`src/ctach_pkg.sv`:
```
// shared constants and codes for the capture tachometer
package ctach_pkg;

   // default build values
   localparam int CAPTURE_CLOCK_HZ_DEF = 80000000;
   localparam int FRACTION_BITS_DEF    = 8;

   // fixed field widths
   localparam int STAMP_W   = 32;
   localparam int FREQ_W    = 35;
   localparam int RPM_W     = 41;
   localparam int POLE_W    = 4;
   localparam int TIMEOUT_W = 16;
   localparam int ELAPSED_W = 16;
   localparam int RPM_MUL_W = 6;
   localparam logic [RPM_MUL_W-1:0] RPM_FACTOR = 6'd60;

   // register reset values
   localparam logic [POLE_W-1:0]    PAIR_COUNT_RST = 4'd2;
   localparam logic [TIMEOUT_W-1:0] TIMEOUT_RST    = 16'd500;

   // configuration port
   localparam int CSR_ADDR_W = 3;
   localparam int CSR_DATA_W = 32;
   localparam logic REG_PAIR_COUNT = 1'b0;
   localparam logic REG_TIMEOUT_MS = 1'b1;

   // item operation codes
   localparam logic OP_CAPTURE = 1'b0;
   localparam logic OP_TICK    = 1'b1;

endpackage

```
`src/ctach_if.sv`:
```
// valid/ready channel interfaces for request and response items
interface ctach_req_if
   import ctach_pkg::*;
();
   logic               valid;
   logic               ready;
   logic               operation;
   logic [STAMP_W-1:0] capture_value;

   modport source (output valid, output operation, output capture_value, input ready);
   modport sink (input valid, input operation, input capture_value, output ready);
endinterface

interface ctach_rsp_if
   import ctach_pkg::*;
();
   logic               valid;
   logic               ready;
   logic [FREQ_W-1:0]  frequency_q8;
   logic [RPM_W-1:0]   rpm_q8;
   logic               signal_present;
   logic [STAMP_W-1:0] period_ticks;

   modport source (output valid, output frequency_q8, output rpm_q8,
                   output signal_present, output period_ticks, input ready);
   modport sink (input valid, input frequency_q8, input rpm_q8,
                 input signal_present, input period_ticks, output ready);
endinterface

```
`src/capture_tachometer.sv`:
```
// capture tachometer top level with shared restoring divider
//
//   channel  dir  handshake      payload
//   req_ch   in   valid/ready    operation, capture_value
//   rsp_ch   out  valid/ready    frequency_q8, rpm_q8, signal_present, period_ticks
//   csr_*    in   apb write/read pair_count (0x0), timeout_ms (0x4)
//
// one item at a time: a tick, or a capture without a new period, runs the signal-loss
// check, the multiply and the rpm division; a capture with a new nonzero period runs the
// clock/period division first. Both divisions use the one-bit-per-cycle divider, first
// for clock/period and then for rpm over pole pairs.
// reset is synchronous; a result waiting on rsp_ch holds the sequencer in its
// last step while the next item can already be taken once it is handed over.
module capture_tachometer
   import ctach_pkg::*;
#(
   parameter int CAPTURE_CLOCK_HZ = CAPTURE_CLOCK_HZ_DEF,
   parameter int FRACTION_BITS    = FRACTION_BITS_DEF
) (
   input  logic                  clock,
   input  logic                  reset,
   ctach_req_if.sink             req_ch,
   ctach_rsp_if.source           rsp_ch,
   input  logic                  csr_psel,
   input  logic                  csr_penable,
   input  logic                  csr_pwrite,
   input  logic [CSR_ADDR_W-1:0] csr_paddr,
   input  logic [CSR_DATA_W-1:0] csr_pwdata,
   output logic [CSR_DATA_W-1:0] csr_prdata,
   output logic                  csr_pready
);

   // divider sizing follows from the capture clock, the fraction and the rpm width
   localparam int NUM_W = $clog2(CAPTURE_CLOCK_HZ + 1) + FRACTION_BITS;
   localparam int DIV_W = (NUM_W > RPM_W) ? NUM_W : RPM_W;
   localparam int CNT_W = $clog2(DIV_W + 1);
   localparam logic [63:0] NUM64 = 64'(CAPTURE_CLOCK_HZ) << FRACTION_BITS;
   localparam logic [DIV_W-1:0] NUMERATOR = DIV_W'(NUM64);
   localparam logic [ELAPSED_W-1:0] ELAPSED_MAX = '1;

   typedef enum logic [2:0] {
      ST_IDLE, ST_DIVF, ST_CHECK, ST_MULT, ST_DIVR, ST_DONE
   } state_type;

   // configuration registers
   logic [POLE_W-1:0]    pair_count_ff;
   logic [TIMEOUT_W-1:0] timeout_ff;
   logic                 csr_wr;
   logic                 csr_idx;

   assign csr_pready = 1'b1;
   assign csr_idx    = csr_paddr[2];
   assign csr_wr     = csr_psel & csr_penable & csr_pwrite & csr_pready;

   always_ff @(posedge clock) begin
      if (reset) begin
         pair_count_ff <= PAIR_COUNT_RST;
         timeout_ff    <= TIMEOUT_RST;
      end else if (csr_wr) begin
         case (csr_idx)
            REG_PAIR_COUNT: pair_count_ff <= csr_pwdata[POLE_W-1:0];
            REG_TIMEOUT_MS: timeout_ff    <= csr_pwdata[TIMEOUT_W-1:0];
            default: ;
         endcase
      end
   end

   // register readback
   always_comb begin
      case (csr_idx)
         REG_PAIR_COUNT: csr_prdata = CSR_DATA_W'(pair_count_ff);
         REG_TIMEOUT_MS: csr_prdata = CSR_DATA_W'(timeout_ff);
         default:        csr_prdata = '0;
      endcase
   end

   // measurement state and sequencer
   state_type            state_ff, state_in;
   logic [STAMP_W-1:0]   prev_ff, prev_in;
   logic                 have_ff, have_in;
   logic [STAMP_W-1:0]   period_ff, period_in;
   logic [FREQ_W-1:0]    freq_ff, freq_in;
   logic [ELAPSED_W-1:0] elapsed_ff, elapsed_in;

   // shared divider registers
   logic [DIV_W-1:0]     quo_ff, quo_in;
   logic [STAMP_W-1:0]   rem_ff, rem_in;
   logic [STAMP_W-1:0]   dvs_ff, dvs_in;
   logic [CNT_W-1:0]     cnt_ff, cnt_in;

   // response registers
   logic                 rsp_valid_ff, rsp_valid_in;
   logic [FREQ_W-1:0]    rsp_freq_ff, rsp_freq_in;
   logic [RPM_W-1:0]     rsp_rpm_ff, rsp_rpm_in;
   logic                 rsp_present_ff, rsp_present_in;
   logic [STAMP_W-1:0]   rsp_period_ff, rsp_period_in;

   // one restoring step of the divider
   logic [STAMP_W:0]     shifted;
   logic [STAMP_W:0]     trial;
   logic                 qbit;
   logic [STAMP_W-1:0]   step_rem;
   logic [DIV_W-1:0]     step_quo;

   assign shifted  = {rem_ff, quo_ff[DIV_W-1]};
   assign trial    = shifted - {1'b0, dvs_ff};
   assign qbit     = ~trial[STAMP_W];
   assign step_rem = qbit ? trial[STAMP_W-1:0] : shifted[STAMP_W-1:0];
   assign step_quo = {quo_ff[DIV_W-2:0], qbit};

   logic                 accept;
   logic [STAMP_W-1:0]   diff;
   logic [RPM_W-1:0]     scaled;
   logic                 rsp_free;

   assign req_ch.ready = (state_ff == ST_IDLE);
   assign accept       = req_ch.valid & req_ch.ready;
   assign diff         = req_ch.capture_value - prev_ff;
   assign scaled       = RPM_W'(freq_ff) * RPM_W'(RPM_FACTOR);
   assign rsp_free     = ~rsp_valid_ff | rsp_ch.ready;

   always_comb begin
      state_in       = state_ff;
      prev_in        = prev_ff;
      have_in        = have_ff;
      period_in      = period_ff;
      freq_in        = freq_ff;
      elapsed_in     = elapsed_ff;
      quo_in         = quo_ff;
      rem_in         = rem_ff;
      dvs_in         = dvs_ff;
      cnt_in         = cnt_ff;
      rsp_freq_in    = rsp_freq_ff;
      rsp_rpm_in     = rsp_rpm_ff;
      rsp_present_in = rsp_present_ff;
      rsp_period_in  = rsp_period_ff;
      rsp_valid_in   = rsp_valid_ff & ~rsp_ch.ready;

      case (state_ff)
         // take the item and update capture or tick state
         ST_IDLE: begin
            if (accept) begin
               state_in = ST_CHECK;
               if (req_ch.operation == OP_TICK) begin
                  if (elapsed_ff != ELAPSED_MAX) begin
                     elapsed_in = elapsed_ff + 1'b1;
                  end
               end else begin
                  prev_in = req_ch.capture_value;
                  have_in = 1'b1;
                  if (have_ff) begin
                     period_in = diff;
                     if (diff != '0) begin
                        elapsed_in = '0;
                        quo_in     = NUMERATOR;
                        rem_in     = '0;
                        dvs_in     = diff;
                        cnt_in     = CNT_W'(DIV_W);
                        state_in   = ST_DIVF;
                     end
                  end
               end
            end
         end
         // clock over period, one quotient bit a cycle
         ST_DIVF: begin
            quo_in = step_quo;
            rem_in = step_rem;
            cnt_in = cnt_ff - 1'b1;
            if (cnt_ff == CNT_W'(1)) begin
               freq_in  = step_quo[FREQ_W-1:0];
               state_in = ST_CHECK;
            end
         end
         // signal loss
         ST_CHECK: begin
            if (elapsed_ff > timeout_ff) begin
               freq_in = '0;
            end
            state_in = ST_MULT;
         end
         // frequency times sixty into the divider
         ST_MULT: begin
            quo_in   = DIV_W'(scaled);
            rem_in   = '0;
            dvs_in   = (pair_count_ff == '0) ? STAMP_W'(1) : STAMP_W'(pair_count_ff);
            cnt_in   = CNT_W'(DIV_W);
            state_in = ST_DIVR;
         end
         // rpm over pole pairs
         ST_DIVR: begin
            quo_in = step_quo;
            rem_in = step_rem;
            cnt_in = cnt_ff - 1'b1;
            if (cnt_ff == CNT_W'(1)) begin
               state_in = ST_DONE;
            end
         end
         // hand the item to the response register
         ST_DONE: begin
            if (rsp_free) begin
               rsp_valid_in   = 1'b1;
               rsp_freq_in    = freq_ff;
               rsp_rpm_in     = quo_ff[RPM_W-1:0];
               rsp_present_in = (freq_ff != '0) && (elapsed_ff < timeout_ff);
               rsp_period_in  = period_ff;
               state_in       = ST_IDLE;
            end
         end
         default: begin
            state_in = ST_IDLE;
         end
      endcase
   end

   always_ff @(posedge clock) begin
      if (reset) begin
         state_ff     <= ST_IDLE;
         prev_ff      <= '0;
         have_ff      <= 1'b0;
         period_ff    <= '0;
         freq_ff      <= '0;
         elapsed_ff   <= '0;
         cnt_ff       <= '0;
         rsp_valid_ff <= 1'b0;
      end else begin
         state_ff     <= state_in;
         prev_ff      <= prev_in;
         have_ff      <= have_in;
         period_ff    <= period_in;
         freq_ff      <= freq_in;
         elapsed_ff   <= elapsed_in;
         cnt_ff       <= cnt_in;
         rsp_valid_ff <= rsp_valid_in;
      end
   end

   // payload registers without reset
   always_ff @(posedge clock) begin
      quo_ff         <= quo_in;
      rem_ff         <= rem_in;
      dvs_ff         <= dvs_in;
      rsp_freq_ff    <= rsp_freq_in;
      rsp_rpm_ff     <= rsp_rpm_in;
      rsp_present_ff <= rsp_present_in;
      rsp_period_ff  <= rsp_period_in;
   end

   assign rsp_ch.valid          = rsp_valid_ff;
   assign rsp_ch.frequency_q8   = rsp_freq_ff;
   assign rsp_ch.rpm_q8         = rsp_rpm_ff;
   assign rsp_ch.signal_present = rsp_present_ff;
   assign rsp_ch.period_ticks   = rsp_period_ff;

endmodule

```
`src/flat_wrapper.sv`:
```
// flat-port wrapper written by rule: the top's interface ports become plain ports
module capture_tachometer_flat import ctach_pkg::*;
#(
   parameter int CAPTURE_CLOCK_HZ = CAPTURE_CLOCK_HZ_DEF,
   parameter int FRACTION_BITS    = FRACTION_BITS_DEF
)
  (clock, reset, csr_psel, csr_penable, csr_pwrite, csr_paddr, csr_pwdata, csr_prdata, csr_pready, req_ch_valid, req_ch_operation, req_ch_capture_value, req_ch_ready, rsp_ch_valid, rsp_ch_frequency_q8, rsp_ch_rpm_q8, rsp_ch_signal_present, rsp_ch_period_ticks, rsp_ch_ready);
  ctach_req_if req_ch_i ();
  ctach_rsp_if rsp_ch_i ();
  input  logic clock;
  input  logic reset;
  input  logic csr_psel;
  input  logic csr_penable;
  input  logic csr_pwrite;
  input  logic [CSR_ADDR_W-1:0] csr_paddr;
  input  logic [CSR_DATA_W-1:0] csr_pwdata;
  output logic [CSR_DATA_W-1:0] csr_prdata;
  output logic csr_pready;
  input wire logic [$bits(req_ch_i.valid)-1:0] req_ch_valid;
  input wire logic [$bits(req_ch_i.operation)-1:0] req_ch_operation;
  input wire logic [$bits(req_ch_i.capture_value)-1:0] req_ch_capture_value;
  output wire logic [$bits(req_ch_i.ready)-1:0] req_ch_ready;
  output wire logic [$bits(rsp_ch_i.valid)-1:0] rsp_ch_valid;
  output wire logic [$bits(rsp_ch_i.frequency_q8)-1:0] rsp_ch_frequency_q8;
  output wire logic [$bits(rsp_ch_i.rpm_q8)-1:0] rsp_ch_rpm_q8;
  output wire logic [$bits(rsp_ch_i.signal_present)-1:0] rsp_ch_signal_present;
  output wire logic [$bits(rsp_ch_i.period_ticks)-1:0] rsp_ch_period_ticks;
  input wire logic [$bits(rsp_ch_i.ready)-1:0] rsp_ch_ready;
  assign req_ch_i.valid = req_ch_valid;
  assign req_ch_i.operation = req_ch_operation;
  assign req_ch_i.capture_value = req_ch_capture_value;
  assign req_ch_ready = req_ch_i.ready;
  assign rsp_ch_valid = rsp_ch_i.valid;
  assign rsp_ch_frequency_q8 = rsp_ch_i.frequency_q8;
  assign rsp_ch_rpm_q8 = rsp_ch_i.rpm_q8;
  assign rsp_ch_signal_present = rsp_ch_i.signal_present;
  assign rsp_ch_period_ticks = rsp_ch_i.period_ticks;
  assign rsp_ch_i.ready = rsp_ch_ready;
  capture_tachometer #(.CAPTURE_CLOCK_HZ(CAPTURE_CLOCK_HZ), .FRACTION_BITS(FRACTION_BITS)) u_core (.clock(clock), .reset(reset), .req_ch(req_ch_i), .rsp_ch(rsp_ch_i), .csr_psel(csr_psel), .csr_penable(csr_penable), .csr_pwrite(csr_pwrite), .csr_paddr(csr_paddr), .csr_pwdata(csr_pwdata), .csr_prdata(csr_prdata), .csr_pready(csr_pready));
endmodule
```
`config.mk`:
```
export PLATFORM = sky130hd
export DESIGN_NAME = capture_tachometer_flat
export DESIGN_NICKNAME = d
export VERILOG_FILES = /design/src/ctach_pkg.sv /design/src/ctach_if.sv /design/src/capture_tachometer.sv /design/src/flat_wrapper.sv
export SDC_FILE = /design/constraint.sdc
export NUM_CORES = 1
export LEC_CHECK = 0
export ABC_AREA = 1
export BUFFER_PORTS_ARGS = -buffer_cell sky130_fd_sc_hd__buf_2
export CAP_MARGIN = 25
export CELL_PAD_IN_SITES_DETAIL_PLACEMENT = 0
export CELL_PAD_IN_SITES_GLOBAL_PLACEMENT = 1
export CORE_MARGIN = 2
export CORE_UTILIZATION = 30
export DETAILED_ROUTE_END_ITERATION = 8
export PLACE_DENSITY = 0.62
export SLEW_MARGIN = 25
export SYNTH_ARGS = -nofsm -noshare
export SYNTH_HDL_FRONTEND = slang
export SYNTH_SLANG_ARGS = --single-unit
```
`constraint.sdc`:
```
create_clock -name clock -period 10.75 [get_ports clock]
set_input_delay 0.5375 -clock clock [delete_from_list [all_inputs] [get_ports clock]]
set_output_delay 0.5375 -clock clock [all_outputs]
set_load 0.1 [all_outputs]
```
* After elaboration in Yosys (flattened, before gate mapping) *
Cells that the tools add are included.

operators by class
  $add $sub $neg = 4
  multiply operators = 1
  div/mod/pow operators = 0
  order comparisons = 2
  eq/ne operators = 16
  shift operators = 0
  muxes and demuxes = 40
  bitwise gates (word level) = 10
  reductions and logical operators = 21

operator list
  operator                                                              count
  32-bit 2-to-1 mux                                                     9
  41-bit 2-to-1 mux                                                     4
  32-bit one-hot mux with 2 select lines                                2
  41-bit one-hot mux with 3 select lines                                1
  32-bit one-hot mux with 3 select lines                                1
  35-bit 2-to-1 mux                                                     2
  35-bit one-hot mux with 2 select lines                                1
  16-bit 2-to-1 mux                                                     4
  35-bit by 4-bit multiplier with 39-bit output, second input constant  1
  35-bit nonzero test                                                   1
  33-bit by 32-bit subtractor with 33-bit output                        1
  32-bit nonzero test                                                   1
  32-bit subtractor                                                     1
  6-bit 2-to-1 mux                                                      4
  3-bit 2-to-1 mux                                                      6
  3-bit one-hot mux with 6 select lines                                 1
  6-bit one-hot mux with 3 select lines                                 1
  16-bit by 1-bit adder with 16-bit output, second input constant       1
  16-bit > comparator                                                   1
  16-bit < comparator                                                   1
  16-bit != test, second input constant                                 1
  5-bit AND reduction                                                   3
  2-bit by 1-bit != test with 1-bit output, second input constant       5
  2-bit != test, second input constant                                  4
  other kinds (20)                                                      37

word-level totals
  flip-flop bits (word level) = 360
  latch bits = 0
  memory bits (writable) = 0
  memory bits (read-only) = 0
  input port bits = 75
  output and inout bits = 144
  word-level logic and storage cells = 111
  memories = 0

* Logic depth before layout (Yosys ltp) *
Gate-level depths: netlist (run 1).

  word-level depth = 7
  gate-level depth with buffers = 23
  gate-level depth less buffers = 23

* Worst setup path after synthesis (run 1) *
Ideal clock, no wire load.

  kind = reg2reg
  start point = register u_core.rsp_valid_ff, in the netlist u_core.rsp_ch.valid
  end point = register u_core.rsp_freq_ff[0], in the netlist u_core.rsp_ch.frequency_q8[0] (enable)
  setup time = 0.613 ns
  data arrival time = 5.989 ns
  data required time = 10.137 ns
  setup slack = 4.148 ns
  cell stages (with the launch flop) = 2
  buffers on the path = 0
  period minus slack after synthesis = 6.602 ns
  cell sequence = dfxtp_1 > a21oi_1

between the ends
  word-level cells in the longest chain between the ends = 3

ends and longest elaborated chain
  element                        RTL line                   text
  from (decl)                    capture_tachometer.sv:92   logic rsp_valid_ff, rsp_valid_in;
  from (signal assigned)         capture_tachometer.sv:234  rsp_valid_ff <= rsp_valid_in;
  1-bit inverter                 capture_tachometer.sv:120  assign rsp_free = ~rsp_valid_ff | rsp_ch.ready;
  1-bit bitwise OR               capture_tachometer.sv:120
  2-bit AND reduction (no line)  -
  to (signal assigned)           capture_tachometer.sv:243  rsp_freq_ff <= rsp_freq_in;
  to (decl)                      capture_tachometer.sv:93   logic [FREQ_W-1:0] rsp_freq_ff, rsp_freq_in;

No other way between the ends.
A chain may end at the register's enable or synchronous reset.

* Final worst setup path (run 1) *
  start point = register u_core.freq_ff[3]
  end point = register u_core.quo_ff[30], data pin

between the ends
  word-level cells in the longest chain between the ends = 2

ends and longest elaborated chain
  element                                        RTL line                   text
  from (decl)                                    capture_tachometer.sv:82   logic [FREQ_W-1:0] freq_ff, freq_in;
  from (signal assigned)                         capture_tachometer.sv:231  freq_ff <= freq_in;
  35-bit by 4-bit multiplier with 39-bit output  capture_tachometer.sv:119  assign scaled = RPM_W'(freq_ff) * RPM_W'(RPM_FACTOR);
  41-bit one-hot mux with 3 select lines         capture_tachometer.sv:139  case (state_ff)
  net u_core.quo_in[30]                          capture_tachometer.sv:86   logic [DIV_W-1:0] quo_ff, quo_in;
  to (signal assigned)                           capture_tachometer.sv:240  quo_ff <= quo_in;
  to (decl)                                      capture_tachometer.sv:86

The timed path passes the listed nets, and every way through them passes these cells.

==> out/qor.yml, run 1 <==
postCtsSetupRepairBufs: 0
dp_hpwl_mm: 47.5
r2r_cells: 16
final-hold-violation-count: 0
drc: 0
root_buffer: "clkbuf_16"
tightest_slew_ns: 0.957
clk_latency_ns: 0.59
place_congestion: 0.866
yosys-top-cells-area: "edfxtp_1, dfxtp_1, nand2_1, ha_1, inv_1"
drt_iter0_markers: 930
cts-resized-gates: 0
rsz0062_at_grt: "no"
path_buf_inv: 2
switching_share_pct: 43.1
critical_path_arrival_ns: 4.86
synth-seq-cells: 360
crit_required_ns: 11.06
p_seq_share_pct: 31.9
p_per_area_nw_per_um2: 252
grt_max_degree: 79
fmax_mhz: 220
fin_skew_ns: 0.0315
clock_path_buffers: 3
internal_power_mw: 3.71
hold_path_depth: 3
diodes: 0
grt_pass1_wl_mm: 99.7
port_buffers: 183
ys_warn_count: 0
via_count: 18400
drv_slew: 0
p_comb_share_pct: 44.8
cp_slowest_cell: "fa_1"
period_needed_ns: 4.55
cp_top_family: "compound AO/OA/AOI/OAI gates"
fin_area_um2: 25900
die-width_um: 278
core_area_um2: 74400
finalSetupViolations: 0
io_pins: 219
synth_enable_flop_cells: 214
cts_tree: "done"
fillers: 7863
place_area_um2: 24500
cp_common_cell: "nand2_1"
path_cells: "inv_1 -> fa_1 -> fa_1 -> inv_1 -> ha_1 -> a21oi_1 -> nand2_1 -> a21oi_1 -> o21ai_0 -> nand2_1 -> nand2_1 -> a21bo_2 -> a21boi_0 -> o21ai_0 -> o21ai_0 -> nand2_1"
syn_inst: 2775
path_depth: 16
synth.avg_cell_area_um2: 8.13
area_delta_synth_final_pct: 15.0
die_area_um2: 77400
clockPowerShare_pct: 23.3
cp_max_fo: 5
synth_top_area_share_pct: 28.5
yosysUniqueCellTypes: 56
clkTransAtPathRegs_ns: 0.06
synthArstFlopShare_pct: 0
final_layout_size_suffix_gt1_share_pct: 10.7
cts_sinks: 360
track_usage_pct: 16.1
relSlewSlack_pct: 36.2
irDropWorstVdd_mv: 0.132
first_global_vias: 18200
antenna_found_initial: 1
initial_core_util_pct: 30.3
finalCritPeriodShare_pct: 42.4
layout.cells.non_filler: 3952
post-place-ws_ns: 5.96
mappedNetlistArea_um2: 22600
status: "completed"
cts-htree-levels: 2
end_kind: "flip-flop"
holdCritPathClass: "in -> reg"
setup_ws_ns: 6.20
fin_nets: 3234
finalWirelength_mm: 62.2
synth_top_flop_cell: "edfxtp_1"
p_leak_nw: 11.5
dp.cells: 3874
grt_overflow_total: 0
yosysTopAreaCell: "edfxtp_1"
critPathKind: "reg -> reg"
maxCapViolations: 0
final_core_util_pct: 34.8
die_h_um: 278
cts_made_buffers: 42
switchingPower_mw: 2.81
ys_seq_area_share_pct: 41.5
max_stage_delay_ns: 0.52
fp-row-count: 100
drt-pass1-iter-count: 5
viasPerCell: 4.66
drt.antenna.violating_nets: 0
wl_per_cell_um: 15.7
postCtsHoldBufs: 0
startpoint_type: "flip-flop"
finalSetupTns_ns: 0
worst min-delay path, stage by stage:
cell,delay [ns]
buf_2,0.08
a21oi_1,0.05
o21ai_0,0.06
layer usage:
metal | share of wire (%) | routed length (µm) | GRT usage, % | vias up
li1 | - | - | - | 9390
met1 | 49 | 30500 | 22.6 | 8606
met2 | 44 | 27600 | 25.5 | 356
met3 | 4.4 | 2750 | 2.64 | 77
met4 | 2.3 | 1430 | 4.30 | 0
met5 | 0 | 0 | 0 | -
power groups by stage:
stage          clock, mW  combinational (mW)  sequential, mW
2_1_floorplan          0                2.17            2.06
3_3_place_gp           0                2.92            2.10
3_5_place_dp           0                2.94            2.11
4_1_cts             1.58                2.96            2.09
5_1_grt             1.63                3.35            2.12
6_report            1.52                2.92            2.08
synthesized netlist by cell type (5+ instances only):
cell type and instances:
nand2_1 614, inv_1 468, a21oi_1 261, nor2_1 218, edfxtp_1 214, o21ai_0 168
dfxtp_1 146, ha_1 141, nand3_1 85, fa_1 69, clkbuf_1 56, xor2_1 37
nand4_1 31, o211ai_1 28, nor3_1 27, xnor2_1 21, buf_4 17, nand2_2 15
a31oi_1 14, nor4_1 13, o21bai_1 13, a21o_1 12, inv_2 12, a21oi_2 10
nand3b_1 9, o21a_1 8, nor2_2 6, a211oi_1 5, buf_2 5
logic make-up after synthesis:
group / count (synthesis) / share of synthesized area [%]
simple gates: 1031 / 19.0
buf+inv: 565 / 9.76
compound gates: 549 / 13.6
flops: 360 / 41.5
fa+ha+maj: 210 / 13.9
xor+xnor: 58 / 2.25
other cells: 2 / 0.0333
worst paths after layout:
check                                         start                             to  slack (ns)
worst max-delay path              u_core.freq_ff[3]              u_core.quo_ff[30]        6.20
worst max register to register    u_core.freq_ff[3]              u_core.quo_ff[30]        6.20
worst min register to register  u_core.period_ff[9]  u_core.rsp_ch.period_ticks[9]        0.43
worst min-delay path                  csr_pwdata[7]           u_core.timeout_ff[7]        0.19
flip-flops by register name, indices dropped and copies added (netlist names), 3 cells and up:
register                    count
u_core.freq_ff                 35
u_core.cnt_ff                   6
u_core.rem_ff                  32
u_core.timeout_ff              16
u_core.rsp_ch.period_ticks     32
u_core.pair_count_ff            4
u_core.quo_ff                  41
u_core.elapsed_ff              16
u_core.state_ff                 3
u_core.rsp_ch.rpm_q8           41
u_core.rsp_ch.frequency_q8     35
u_core.dvs_ff                  32
u_core.prev_ff                 32
u_core.period_ff               32
cell usage in the layout, fill, tap and decap left out, drive strengths merged, types with 57 or more instances in the layout:
cell type	count
a21oi	271
buf	196
clkbuf	57
dfxtp	146
edfxtp	214
fa	69
ha	141
inv	484
nand2	629
nand3	87
nor2	224
o21ai	173
layout make-up:
type                    instances  area [µm²]  share of cell area [%]
well taps                     969        1210                    4.68
multi-input cells            1865       11100                    42.7
flip-flops and latches        360        9350                    36.1
inverters                     484        1820                    7.01
repair buffers                196        1020                    3.92
clock buffers                  57        1180                    4.55
clock inverters                21         278                    1.07
metrics by stage:
stage / hold slack, ns / power, mW
6_report: 0.188 / 6.53
5_1_grt: 0.159 / 7.10
4_1_cts: 0.146 / 6.62
3_5_place_dp: 0.416 / 5.05
3_3_place_gp: 0.410 / 5.02
2_1_floorplan: 0.403 / 4.23
Note: power is estimated with default switching activity, not from simulation.
==> run 2: changes to the inputs <==
- clock period: 10.75 -> 4.24 ns (I/O delays scaled with it)
==> out/qor.yml, run 2 (synthesized netlist as in run 1, its figures left out) <==
hold_end: "u_core.rsp_ch.valid"
area_delta_synth_final_pct: 17.3
cts_made_buffers: 41  # -2.4%
fp-row-count: 100  # unchanged
root_buffer: "clkbuf_16"
switching_share_pct: 44.1  # +0.98 points
critical_path_arrival_ns: 4.32  # -0.54 ns
cp_slowest_cell: "fa_1"
critPathKind: "reg -> reg"
port_buffers: 183  # unchanged
cp_top_family: "adder cells"
worstReg2RegStart: "u_core.freq_ff[1]"
place_area_um2: 24600  # +0.43%
core_area_um2: 74400  # unchanged
grt.met3_usage_pct: 2.10  # -0.54 points
drc: 0  # unchanged
rsz0062_at_grt: "no"
finalWirelength_mm: 63.0  # +1.2%
grt_overflow_total: 0  # unchanged
hold_path_depth: 4  # +1
period_needed_ns: 3.97  # -0.584 ns
final_core_util_pct: 35.5  # +0.71 points
drt-pass1-iter-count: 6  # +1
antenna_found_initial: 0  # -1
post-place-ws_ns: 0.0711  # -5.89 ns
fin_nets: 3294  # +1.9%
top_usage_layer: "met2"
dp_hpwl_mm: 48.5  # +2.1%
path_cells: "inv_1 -> fa_1 -> fa_1 -> inv_1 -> ha_1 -> a21oi_1 -> nand2_1 -> a21oi_2 -> o21ai_0 -> a21oi_1 -> inv_1 -> nand2_1 -> nand2_1 -> a21oi_2 -> o21ai_0 -> nor2_1 -> o21ai_0"
crit_required_ns: 4.59  # -6.47 ns
p_seq_share_pct: 32.1  # +0.2 points
final_cell_mix: "nand2_1, inv_1, a21oi_1"
mostFrequentLayoutCell: "nand2_1"
max_stage_delay_ns: 0.54  # +0.02 ns
final_layout_size_suffix_gt1_share_pct: 11.4  # +0.65 points
finalCritPeriodShare_pct: 93.6  # +51 points
track_usage_pct: 16.0  # -0.025 points
startpoint_type: "flip-flop"
viasPerCell: 4.66  # about the same
cts_tree: "done"
cp_max_fo: 5  # unchanged
drt.antenna.violating_nets: 0  # unchanged
io_pins: 219  # unchanged
p_per_area_nw_per_um2: 626  # +150%
setup_ws_ns: 0.270  # -5.93 ns
p_comb_share_pct: 46.1  # +1.3 points
fmax_mhz: 252  # +15%
irDropWorstVdd_mv: 0.374  # +180%
fin_skew_ns: 0.0680  # +0.0365 ns
finalSetupTns_ns: 0  # unchanged
via_count: 18700  # +1.4%
relSlewSlack_pct: 37.9  # +1.8 points
clk_latency_ns: 0.60  # about the same
r2r_cells: 17  # +1
cts_sinks: 360  # unchanged
status: "completed"
rr_endpoint: "u_core.quo_ff[35]"
internal_power_mw: 9.25  # +150%
p_total_mw: 16.5  # +150%
min_from: "rsp_ch_ready"
grt_max_degree: 75  # -5.1%
p_leak_nw: 11.7  # +1.7%
cts-htree-levels: 2  # unchanged
wl_per_cell_um: 15.7  # -0.24%
path_buf_inv: 3  # +1
use_met2_pct: 25.5  # +0.032 points
finalSetupViolations: 0  # unchanged
fin_area_um2: 26500  # +2.0%
postCtsSetupRepairBufs: 0  # unchanged
end_kind: "flip-flop"
die-width_um: 278  # unchanged
initial_core_util_pct: 30.3  # unchanged
final-hold-violation-count: 0  # unchanged
die_area_um2: 77400  # unchanged
clkTransAtPathRegs_ns: 0.07  # about the same
clockPowerShare_pct: 21.8  # -1.5 points
switchingPower_mw: 7.29  # +160%
first_global_vias: 18200  # +0.10%
tightest_slew_ns: 0.931  # -0.0263 ns
grt_pass1_wl_mm: 99.7  # about the same
drt_iter0_markers: 1077  # +16%
die_h_um: 278  # unchanged
holdCritPathClass: "in -> reg"
gr-usage-met1_pct: 22.8  # +0.20 points
startpoint: "u_core.freq_ff[1]"
place_congestion: 0.891  # +2.9%
clock_path_buffers: 3  # unchanged
r2r_slack_ns: 0.27  # -5.93 ns
maxCapViolations: 0  # unchanged
drv_slew: 0  # unchanged
diodes: 0  # unchanged
==> run 2: layer usage <==
metal,routed length (µm),vias up,part of all wire (%)
met5,0,-,0
met1,31000,8724,49
met3,2620,87,4.2
met4,1590,0,2.5
li1,-,9504,-
met2,27800,379,44
==> run 2: power by group through the flow <==
| stage | clock (mW) | sequential [mW] | combinational (mW) |
|---|---|---|---|
| after floorplan | 0 | 5.21 | 5.52 |
| after global placement | 0 | 5.37 | 7.57 |
| after detailed placement | 0 | 5.37 | 7.62 |
| after CTS | 3.74 | 5.31 | 7.69 |
| after global routing | 3.87 | 5.40 | 8.65 |
| final | 3.61 | 5.31 | 7.63 |
==> run 2: worst register-to-register path: cells and delay by family (launching register included) <==
family                   cells  cell delay, ns
AO/OA/AOI/OAI                7            1.31
adder cells (fa/ha/maj)      3            1.40
buffers and inverters        3            0.21
flip-flops                   1            0.37
AND/OR/NAND/NOR              4            0.44
==> run 2: worst max-delay path by stage <==
stage	endpoint	cells past startpoint
2_1_floorplan	u_core.dvs_ff[0]	7
3_3_place_gp	u_core.quo_ff[30]	16
3_5_place_dp	u_core.quo_ff[30]	16
4_1_cts	u_core.quo_ff[30]	16
5_1_grt	u_core.quo_ff[35]	18
6_report	u_core.quo_ff[35]	17
==> run 2: cell type report <==
cell class / instances / area, µm²
clock buffer: 50 / 1090
timing repair buffer: 257 / 1610
inverter: 484 / 1820
clock inverter: 26 / 278
fill: 7824 / 48000
tap: 969 / 1210
sequential: 360 / 9350
multi-input combinational: 1865 / 11100
==> run 2: per-stage QoR <==
| step | std cells | hold WS [ns] |
|---|---|---|
| 2_1_floorplan | 2790 | 0.338 |
| 3_3_place_gp | 3886 | 0.407 |
| 3_5_place_dp | 3886 | 0.414 |
| 4_1_cts | 4011 | 0.0562 |
| 5_1_grt | 4011 | 0.111 |
| 6_report | 4011 | 0.117 |
==> run 2: timing repair <==
item / in CTS / in global routing
resized for setup: 0 / 18
setup endpoints to repair: 0 / 10
hold buffers: 49 / 0
hold endpoints to repair: 53 / 0
